$ cat src/design/bphd_pkg.sv
package bphd_pkg;

    localparam int LIMIT_W        = 16;
    localparam int TICK_W         = 8;
    localparam int MODE_W         = 3;
    localparam int CFG_IDX_W      = 2;
    localparam int COUNT_WIDTH_DF = 16;

    localparam logic [LIMIT_W-1:0] DEBOUNCE_RST = 16'd20;
    localparam logic [LIMIT_W-1:0] LONG_RST     = 16'd1000;

    // register indexes of the configuration port
    localparam logic [CFG_IDX_W-1:0] REG_DEBOUNCE = 2'd0;
    localparam logic [CFG_IDX_W-1:0] REG_LONG     = 2'd1;

    // mode codes
    localparam logic [MODE_W-1:0] MODE_IDLE       = 3'd0;
    localparam logic [MODE_W-1:0] MODE_DEBOUNCING = 3'd1;
    localparam logic [MODE_W-1:0] MODE_DOWN       = 3'd2;
    localparam logic [MODE_W-1:0] MODE_PRESSED    = 3'd3;
    localparam logic [MODE_W-1:0] MODE_HELD       = 3'd4;
    localparam logic [MODE_W-1:0] MODE_HELD_WAIT  = 3'd5;

    typedef struct packed {
        logic              level;
        logic [TICK_W-1:0] elapsed_ticks;
    } t_item;

    typedef struct packed {
        logic [MODE_W-1:0] mode;
        logic              short_press;
        logic              long_hold;
    } t_result;

    typedef struct packed {
        logic [LIMIT_W-1:0] debounce_limit;
        logic [LIMIT_W-1:0] long_press_limit;
    } t_limits;

endpackage

$ cat src/design/bphd_step.sv
module bphd_step #(
    parameter int COUNT_WIDTH = bphd_pkg::COUNT_WIDTH_DF
) (
    input  logic [bphd_pkg::MODE_W-1:0] i_mode,
    input  logic [COUNT_WIDTH-1:0]      i_total,
    input  bphd_pkg::t_item             i_item,
    input  bphd_pkg::t_limits           i_limits,
    output logic [bphd_pkg::MODE_W-1:0] o_mode,
    output logic [COUNT_WIDTH-1:0]      o_total
);
    import bphd_pkg::*;

    localparam int CMP_W = (COUNT_WIDTH > LIMIT_W) ? COUNT_WIDTH : LIMIT_W;

    logic [COUNT_WIDTH:0]   sum;
    logic [COUNT_WIDTH-1:0] acc;
    logic [CMP_W-1:0]       acc_cmp;
    logic [CMP_W-1:0]       deb_cmp;
    logic [CMP_W-1:0]       long_cmp;

    // saturating accumulate
    assign sum      = {1'b0, i_total} + {{(COUNT_WIDTH+1-TICK_W){1'b0}}, i_item.elapsed_ticks};
    assign acc      = sum[COUNT_WIDTH] ? {COUNT_WIDTH{1'b1}} : sum[COUNT_WIDTH-1:0];
    assign acc_cmp  = CMP_W'(acc);
    assign deb_cmp  = CMP_W'(i_limits.debounce_limit);
    assign long_cmp = CMP_W'(i_limits.long_press_limit);

    always_comb begin
        o_mode  = i_mode;
        o_total = i_total;
        unique case (i_mode)
            MODE_IDLE: begin
                if (i_item.level) begin
                    o_mode = MODE_DEBOUNCING;
                end
            end
            MODE_DEBOUNCING: begin
                if (!i_item.level) begin
                    o_mode  = MODE_IDLE;
                    o_total = '0;
                end else begin
                    o_total = acc;
                    if (acc_cmp >= deb_cmp) begin
                        o_mode = MODE_DOWN;
                    end
                end
            end
            MODE_DOWN: begin
                if (!i_item.level) begin
                    o_mode = MODE_PRESSED;
                end else if (acc_cmp >= long_cmp) begin
                    o_mode  = MODE_HELD;
                    o_total = '0;
                end else begin
                    o_total = acc;
                end
            end
            MODE_PRESSED: begin
                o_mode  = MODE_IDLE;
                o_total = '0;
            end
            MODE_HELD: begin
                o_mode = MODE_HELD_WAIT;
            end
            MODE_HELD_WAIT: begin
                if (!i_item.level) begin
                    o_mode  = MODE_IDLE;
                    o_total = '0;
                end
            end
            default: begin
                o_mode  = MODE_IDLE;
                o_total = '0;
            end
        endcase
    end

endmodule

$ cat src/design/button_press_hold_detector.sv
// button press and long-hold detector
// input channel: i_in_valid / o_in_stall carry one reading (level, elapsed
// ticks); a transaction completes on a clock edge with valid high and stall low
// output channel: o_out_valid / i_out_stall carry one result per reading
// (mode, short_press, long_hold), in the order the readings arrived
// configuration: i_cfg_valid / o_cfg_ready with a register index and data;
// index 0 is the debounce limit, 1 the long-press limit, others are ignored;
// write only while the block is idle
// latency: a reading sits in the input register for one cycle, then the mode
// update and result are registered, so its result shows one cycle after
// acceptance; one reading per cycle is sustained, set by the single-cycle
// add, saturate and compare on the tick accumulator
// when the receiver stalls the result register holds, and once the input
// register also holds a reading o_in_stall rises and stays high until the
// receiver takes the result
// reset (i_rst_n low, synchronous) empties both registers, sets the mode to
// idle, clears the accumulator and loads limits of 20 and 1000 ticks
module button_press_hold_detector #(
    parameter int COUNT_WIDTH = bphd_pkg::COUNT_WIDTH_DF
) (
    input  logic                           i_clk,
    input  logic                           i_rst_n,
    input  logic                           i_in_valid,
    output logic                           o_in_stall,
    input  bphd_pkg::t_item                i_item,
    output logic                           o_out_valid,
    input  logic                           i_out_stall,
    output bphd_pkg::t_result              o_result,
    input  logic                           i_cfg_valid,
    output logic                           o_cfg_ready,
    input  logic [bphd_pkg::CFG_IDX_W-1:0] i_cfg_index,
    input  logic [bphd_pkg::LIMIT_W-1:0]   i_cfg_data
);
    import bphd_pkg::*;

    logic                   r_in_valid;
    t_item                  r_item;
    logic                   r_out_valid;
    t_result                r_result;
    logic [MODE_W-1:0]      r_mode;
    logic [COUNT_WIDTH-1:0] r_total;
    t_limits                r_limits;

    logic [MODE_W-1:0]      n_mode;
    logic [COUNT_WIDTH-1:0] n_total;
    logic                   advance;
    logic                   in_take;

    // result register free or being emptied this cycle
    assign advance     = !r_out_valid || !i_out_stall;
    assign in_take     = !r_in_valid || advance;
    assign o_in_stall  = !in_take;
    assign o_out_valid = r_out_valid;
    assign o_result    = r_result;
    assign o_cfg_ready = 1'b1;

    bphd_step #(
        .COUNT_WIDTH(COUNT_WIDTH)
    ) u_step (
        .i_mode  (r_mode),
        .i_total (r_total),
        .i_item  (r_item),
        .i_limits(r_limits),
        .o_mode  (n_mode),
        .o_total (n_total)
    );

    always_ff @(posedge i_clk) begin
        if (!i_rst_n) begin
            r_in_valid  <= 1'b0;
            r_out_valid <= 1'b0;
            r_mode      <= MODE_IDLE;
            r_total     <= '0;
            r_limits.debounce_limit   <= DEBOUNCE_RST;
            r_limits.long_press_limit <= LONG_RST;
        end else begin
            if (in_take) begin
                r_in_valid <= i_in_valid;
            end
            if (advance) begin
                r_out_valid <= r_in_valid;
                if (r_in_valid) begin
                    r_mode  <= n_mode;
                    r_total <= n_total;
                end
            end
            if (i_cfg_valid && o_cfg_ready) begin
                unique case (i_cfg_index)
                    REG_DEBOUNCE: r_limits.debounce_limit   <= i_cfg_data;
                    REG_LONG:     r_limits.long_press_limit <= i_cfg_data;
                    default: ;
                endcase
            end
        end
    end

    // payload registers
    always_ff @(posedge i_clk) begin
        if (in_take && i_in_valid) begin
            r_item <= i_item;
        end
        if (advance && r_in_valid) begin
            r_result.mode        <= n_mode;
            r_result.short_press <= (n_mode == MODE_PRESSED);
            r_result.long_hold   <= (n_mode == MODE_HELD);
        end
    end

    a_idle_clear: assert property (@(posedge i_clk) disable iff (!i_rst_n)
        (r_mode == MODE_IDLE) |-> (r_total == '0))
        else $error("accumulator not clear in idle");

    a_held_once: assert property (@(posedge i_clk) disable iff (!i_rst_n)
        (advance && r_in_valid && r_mode == MODE_HELD) |=> (r_mode == MODE_HELD_WAIT))
        else $error("held mode lasted more than one reading");

    a_pressed_once: assert property (@(posedge i_clk) disable iff (!i_rst_n)
        (advance && r_in_valid && r_mode == MODE_PRESSED) |=> (r_mode == MODE_IDLE))
        else $error("pressed mode lasted more than one reading");

    a_flags: assert property (@(posedge i_clk) disable iff (!i_rst_n)
        r_out_valid |-> ((r_result.short_press == (r_result.mode == MODE_PRESSED)) &&
                         (r_result.long_hold == (r_result.mode == MODE_HELD))))
        else $error("event flags disagree with mode");

endmodule

$ cat config.mk
export PLATFORM = sky130hd
export DESIGN_NAME = button_press_hold_detector
export DESIGN_NICKNAME = d
export VERILOG_FILES = /design/src/design/bphd_pkg.sv /design/src/design/bphd_step.sv /design/src/design/button_press_hold_detector.sv
export SDC_FILE = /design/constraint.sdc
export NUM_CORES = 1
export LEC_CHECK = 0
export BUFFER_PORTS_ARGS = -buffer_cell sky130_fd_sc_hd__buf_2
export CORE_UTILIZATION = 30
export DETAILED_ROUTE_END_ITERATION = 7
export GPL_TIMING_DRIVEN = 1
export MAX_ROUTING_LAYER = met4
export PLACE_DENSITY_LB_ADDON = 0.05
export SYNTH_ARGS = -nofsm -noshare
export SYNTH_HDL_FRONTEND = slang
export SYNTH_SLANG_ARGS = --single-unit
export TNS_END_PERCENT = 30
$ cat constraint.sdc
create_clock -name i_clk -period 10.5 [get_ports i_clk]
set_input_delay 1.575 -clock i_clk [delete_from_list [all_inputs] [get_ports i_clk]]
set_output_delay 1.575 -clock i_clk [all_outputs]
set_load 0.02 [all_outputs]
Word-level counts from Yosys, hierarchy flattened
Index checks and enable logic that the tools add are counted.
{"block": "word_totals", "out_inout_bits": 8, "ff_bits": 67, "word_cells": 52, "in_bits": 32}
{"block": "classes", "n_lt_le_gt_ge": 2, "n_reduce_logical": 15, "bitwise_logic": 1, "mux": 13, "addsub": 1, "n_eq_ne": 9}
{"operator": "$mux 16", "n": 5}
{"operator": "$pmux 16 s4", "n": 1}
{"operator": "$ge 16x16->1", "n": 2}
{"operator": "$mux 3", "n": 6}
{"operator": "$add 16x8->17", "n": 1}
{"operator": "$pmux 3 s5", "n": 1}
{"operator": "$eq 3x3->1 const B", "n": 3}
{"operator": "$eq 3x2->1 const B", "n": 2}
{"operator": "$reduce_and 2->1", "n": 3}
{"operator": "$reduce_and 5->1", "n": 1}
{"operator": "$logic_not 1->1", "n": 4}
{"operator": "$ne 2x2->1 const B", "n": 2}
{"operator": "$eq 3x1->1 const B", "n": 1}
{"operator": "$logic_not 3->1", "n": 1}
{"operator": "$eq 2x1->1 const B", "n": 1}
{"operator": "$logic_and 1x1->1", "n": 2}
{"operator": "$logic_not 2->1", "n": 1}
{"operator": "$logic_or 1x1->1", "n": 2}
{"operator": "$reduce_or 2->1", "n": 1}
{"operator": "$not 1->1", "n": 1}

Depth between registers and ports, before layout
{"block": "logic_depth", "ltp_word": 7, "depth_mapped": 15, "depth_no_buf": 15}

Modules after synthesis
Synthesis repeated with hierarchy kept, for this count alone.
{"block": "hier_totals", "cells_unflattened": 494, "hier_area_um2": 4388.0}
{"mod": "button_press_hold_detector", "cells_each": 245, "n_inst": 1, "seq_area_each_um2": 1481.4, "area_each_um2": 2607.5}
{"mod": "bphd_step", "cells_each": 249, "n_inst": 1, "seq_area_each_um2": 0.0, "area_each_um2": 1780.5}

Least setup slack after synthesis
No wires, ideal clock.
{"block": "synth_timing", "path_type": "register -> register", "from": "register r_item[0] (netlist name)", "to": "register r_result (netlist bit o_result[3]) (data pin)", "setup_slack_ns": 6.409, "synth_period_minus_slack_ns": 4.091, "t_required_ns": 10.244, "arrival_time_ns": 3.835, "n_path_buf": 0, "setup_ns": 0.256, "stages_incl_launch_ff": 16, "cell_sequence": "edfxtp_1 -> ha_1 -> fa_1 -> a211o_1 -> a211oi_2 -> nor4_2 -> and2b_4 -> o31ai_1 -> o31ai_1 -> ha_1 -> nand4_1 -> or3_4 -> nor4_4 -> nor3_1 -> nand2b_4 -> a22o_1"}
{"block": "synth_via", "elab_chain_len": 6, "word_cells_on_any_way": 9, "classes_between": "add/sub (1); order compare (2); mux (6)"}
{"element": "from (decl)", "line_no": "button_press_hold_detector.sv:37", "rtl": "t_item r_item;"}
{"element": "from (signal assigned)", "line_no": "button_press_hold_detector.sv:100", "rtl": "r_item <= i_item;"}
{"element": "$add 16x8->17 *", "line_no": "bphd_step.sv:22", "rtl": "assign sum = {1'b0, i_total} + {{(COUNT_WIDTH+1-TICK_W){1'b0}}, i_item.elapsed_ticks};"}
{"element": "$mux 16 *", "line_no": "bphd_step.sv:23", "rtl": "assign acc = sum[COUNT_WIDTH] ? {COUNT_WIDTH{1'b1}} : sum[COUNT_WIDTH-1:0];"}
{"element": "$ge 16x16->1 (on tied branches)", "line_no": "bphd_step.sv:51, bphd_step.sv:43"}
{"element": "$mux 3 (on tied branches)", "line_no": "bphd_step.sv:51, bphd_step.sv:43"}
{"element": "$mux 3 (on tied branches)", "line_no": "bphd_step.sv:49, bphd_step.sv:38"}
{"element": "$pmux 3 s5 *", "line_no": "bphd_step.sv:31", "rtl": "unique case (i_mode)"}
{"element": "via n_mode[1]", "line_no": "button_press_hold_detector.sv:44", "rtl": "logic [MODE_W-1:0] n_mode;"}
{"element": "to (decl)", "line_no": "button_press_hold_detector.sv:39", "rtl": "t_result r_result;"}
Mark *: on every way through the listed nets, which the timed path passes. The rest lies on a longest branch.
A chain may end at the register's enable or synchronous reset.

Worst setup path in the final report
Same ends and word-level chain as after synthesis.

==> flow_summary_export.csv <==
group,metric,value,unit
status,outcome,"complete, no violations",
detailed_routing,vias,3238,
place,dp_hpwl,7827,um
sta,finClkSkew,6.935,ps
cells_and_area,layout_commonest_cell,"nand2_1",
critical_path,cp-end-kind,"flop",
sta,grt_setup_unrepaired,"false",
sta,worstMarginPinSlew,929.1,ps
detailed_routing,wl,10410,um
sta,fmax,0.2137,GHz
pwr,p_leak,0.001857,uW
die,die_area,14040,um2
die,core.rowCount,42,
pwr,vdd_ir_drop_max,0.00006517,V
global_routing,first_global_vias,3282,
yosys,synth_top_flop_cell,"dfxtp_1",
cts,clk_transition_reported_paths,60,ps
die,chipWidth,118.5,um
cts,htree_levels,3,
yosys,async_reset_ff_share,0,%
detailed_routing,ant_nets,0,
cells_and_area,layout-drive-gt1-share,16.67,%
detailed_routing,drc,0,
sta,relSlewSlack,38.06,%
job,cap_violations,0,
detailed_routing,wire_per_inst,15.87,um
critical_path,crit_arrival,4770,ps
cts,holdBufCountCts,0,
yosys,yosysSeqAreaShare,36.40,%
critical_path,startpoint_type,"flop",
cts,clock_latency,340,ps
global_routing,grt-ovfl-total,0,
yosys,ys_ff_latch,67,
yosys,avgSynthCellArea,9.188,um2
hold_path,hold_class,"flop to flop",
sta,drv_slew,0,
cells_and_area,area_delta_synth_final,14.69,%
sta,min_period_over_period,44.57,%
yosys,synth_edf_count,14,
die,ioPinCount,40,
die,initial_core_util,30.74,%
yosys,syn_area,4070,um2
die,fp.coreArea,13240,um2
yosys,ys_warn_count,0,
detailed_routing,via_per_inst,4.936,
cells_and_area,regArea,1481,um2
sta,period_needed,4680,ps
yosys,synth.distinct_cells,74,
cts,cts_tree,"built",
cts,numCtsBuffers,9,
place,place_area,4404,um2
yosys,synth_fp_nets,516,
yosys,syn_inst,443,
global_routing,grt_first_pass_wirelength,17170,um
global_routing,grt_max_degree,44,
cts,clockRootBuffer,"clkbuf_16",
pwr,powerDensity,132.5,nW/um2
global_routing,antenna_found_initial,0,
place,io_buffer_count,38,
cells_and_area,final_cell_mix,"nand2_1, dfxtp_1, ha_1, buf_2, inv_1",
global_routing,grt.total_usage,16.64,%
cells_and_area,multi_input_area,2389,um2
critical_path,worstPathMaxFanout,6,
sta,final_hold_viol_count,0,
critical_path,cp.required,10590,ps
cells_and_area,fillers,1391,
cts,post-cts-setup-buffer-count,0,
place,gp_congestion,0.8267,
detailed_routing,drt_iter0_drc,126,
cells_and_area,finish.instance_area,4668,um2
cells_and_area,diodes,0,
sta,setup_viol,0,
critical_path,setup.worst_path.class,"flop to flop",
cells_and_area,finalNetCount,548,
cts,post_cts_resized,0,
detailed_routing,drt-pass1-iter-count,4,
cts,clock-sinks,67,
sta,setup-tns-final,0,ps
cts,clk_path_buf_depth,2,
die,die_h,118.5,um
where the power goes:
group	internal [uW]	switching [uW]
clock	165	112
combinational	25.4	38.6
sequential	272	5.03
total	462	156
cell families after synthesis:
| kind of cell | synth area share [%] |
|---|---|
| other cells | 0.09213 |
| mux | 0.5533 |
| fa+ha+maj | 12.79 |
| simple gates | 19.49 |
| compound gates | 24.47 |
| buf+inv | 4.918 |
| xor+xnor | 1.291 |
| flops | 36.40 |
path summary, 6_finish.rpt:
check	endpoint	startpoint	cells past startpoint	slack (ps)
worst max register to register	o_result[3]$_DFFE_PP_	r_item[0]$_DFFE_PP_	15	5820
worst min-delay path	r_limits[29]$_SDFFE_PN0P_	r_limits[29]$_SDFFE_PN0P_	2	450
worst min register to register	r_limits[29]$_SDFFE_PN0P_	r_limits[29]$_SDFFE_PN0P_	2	450
worst max-delay path	o_result[3]$_DFFE_PP_	r_item[0]$_DFFE_PP_	15	5820
Yosys cell counts, types with 3 or more instances:
master	count	share of area (%)
a21o_1	4	0.74
o211ai_1	11	2.0
nor3_1	7	0.86
xor2_1	4	0.86
nand2b_1	3	0.46
ha_1	40	12
dfxtp_1	53	26
nand2_1	81	7.5
a32o_1	8	2.0
nor2b_1	5	0.77
nand3_1	5	0.61
o31ai_1	4	0.74
o21ai_0	17	2.1
inv_1	31	2.9
and4_1	3	0.65
a21oi_1	19	2.3
nand4_1	5	0.77
o21a_1	4	0.74
edfxtp_1	14	10
a21boi_0	22	4.1
clkbuf_1	13	1.2
nor2_1	15	1.4
per-layer routing:
layer,track usage [%],wire [um],vias up
met5,-,0,-
met4,8.149,272,0
met3,3.234,345,16
met2,27.43,4949,49
met1,19.39,4841,1503
li1,-,-,1670
flip-flops by register name, summed over array words and instances, names as in the netlist:
signal,flops
o_result,5
r_total,16
r_mode,3
r_limits,32
r_item,9
o_out_valid,1
r_in_valid,1
through the flow:
step / utilization, % / cells / power [uW] / setup slack, ps / hold WS [ps]
global route: 35.25 / 656 / 650.7 / 5532 / 469.5
CTS: 35.25 / 656 / 628.9 / 5816 / 454.1
global placement: 33.26 / 640 / 347.3 / 5921 / 446.8
finish: 35.25 / 656 / 618.4 / 5820 / 451.2
detailed placement: 33.26 / 640 / 347.3 / 5844 / 446.3
floorplan: - / 443 / 324.9 / 6409 / 429.1
cell type report:
type | count | area share, %
Inverter | 31 | 2.493
Timing Repair Buffer | 39 | 4.235
Clock inverter | 3 | 0.2948
Sequential cell | 67 | 31.73
Tap cell | 176 | 4.717
Multi-Input combinational cell | 327 | 51.17
Clock buffer | 13 | 5.360
worst max-delay path, cell delays in order, from the launching register on:
cell      delay [ps]
edfxtp_1         380
ha_1             260
fa_1             440
a211o_1          360
a211oi_2         320
nor4_2           130
and2b_4          210
o31ai_1          240
o31ai_1          160
ha_1             330
nand4_1          180
or3_4            450
nor4_4           390
nor3_1           160
nand2b_4         190
a22o_1           220
Note: power is estimated with default switching activity, not from simulation.
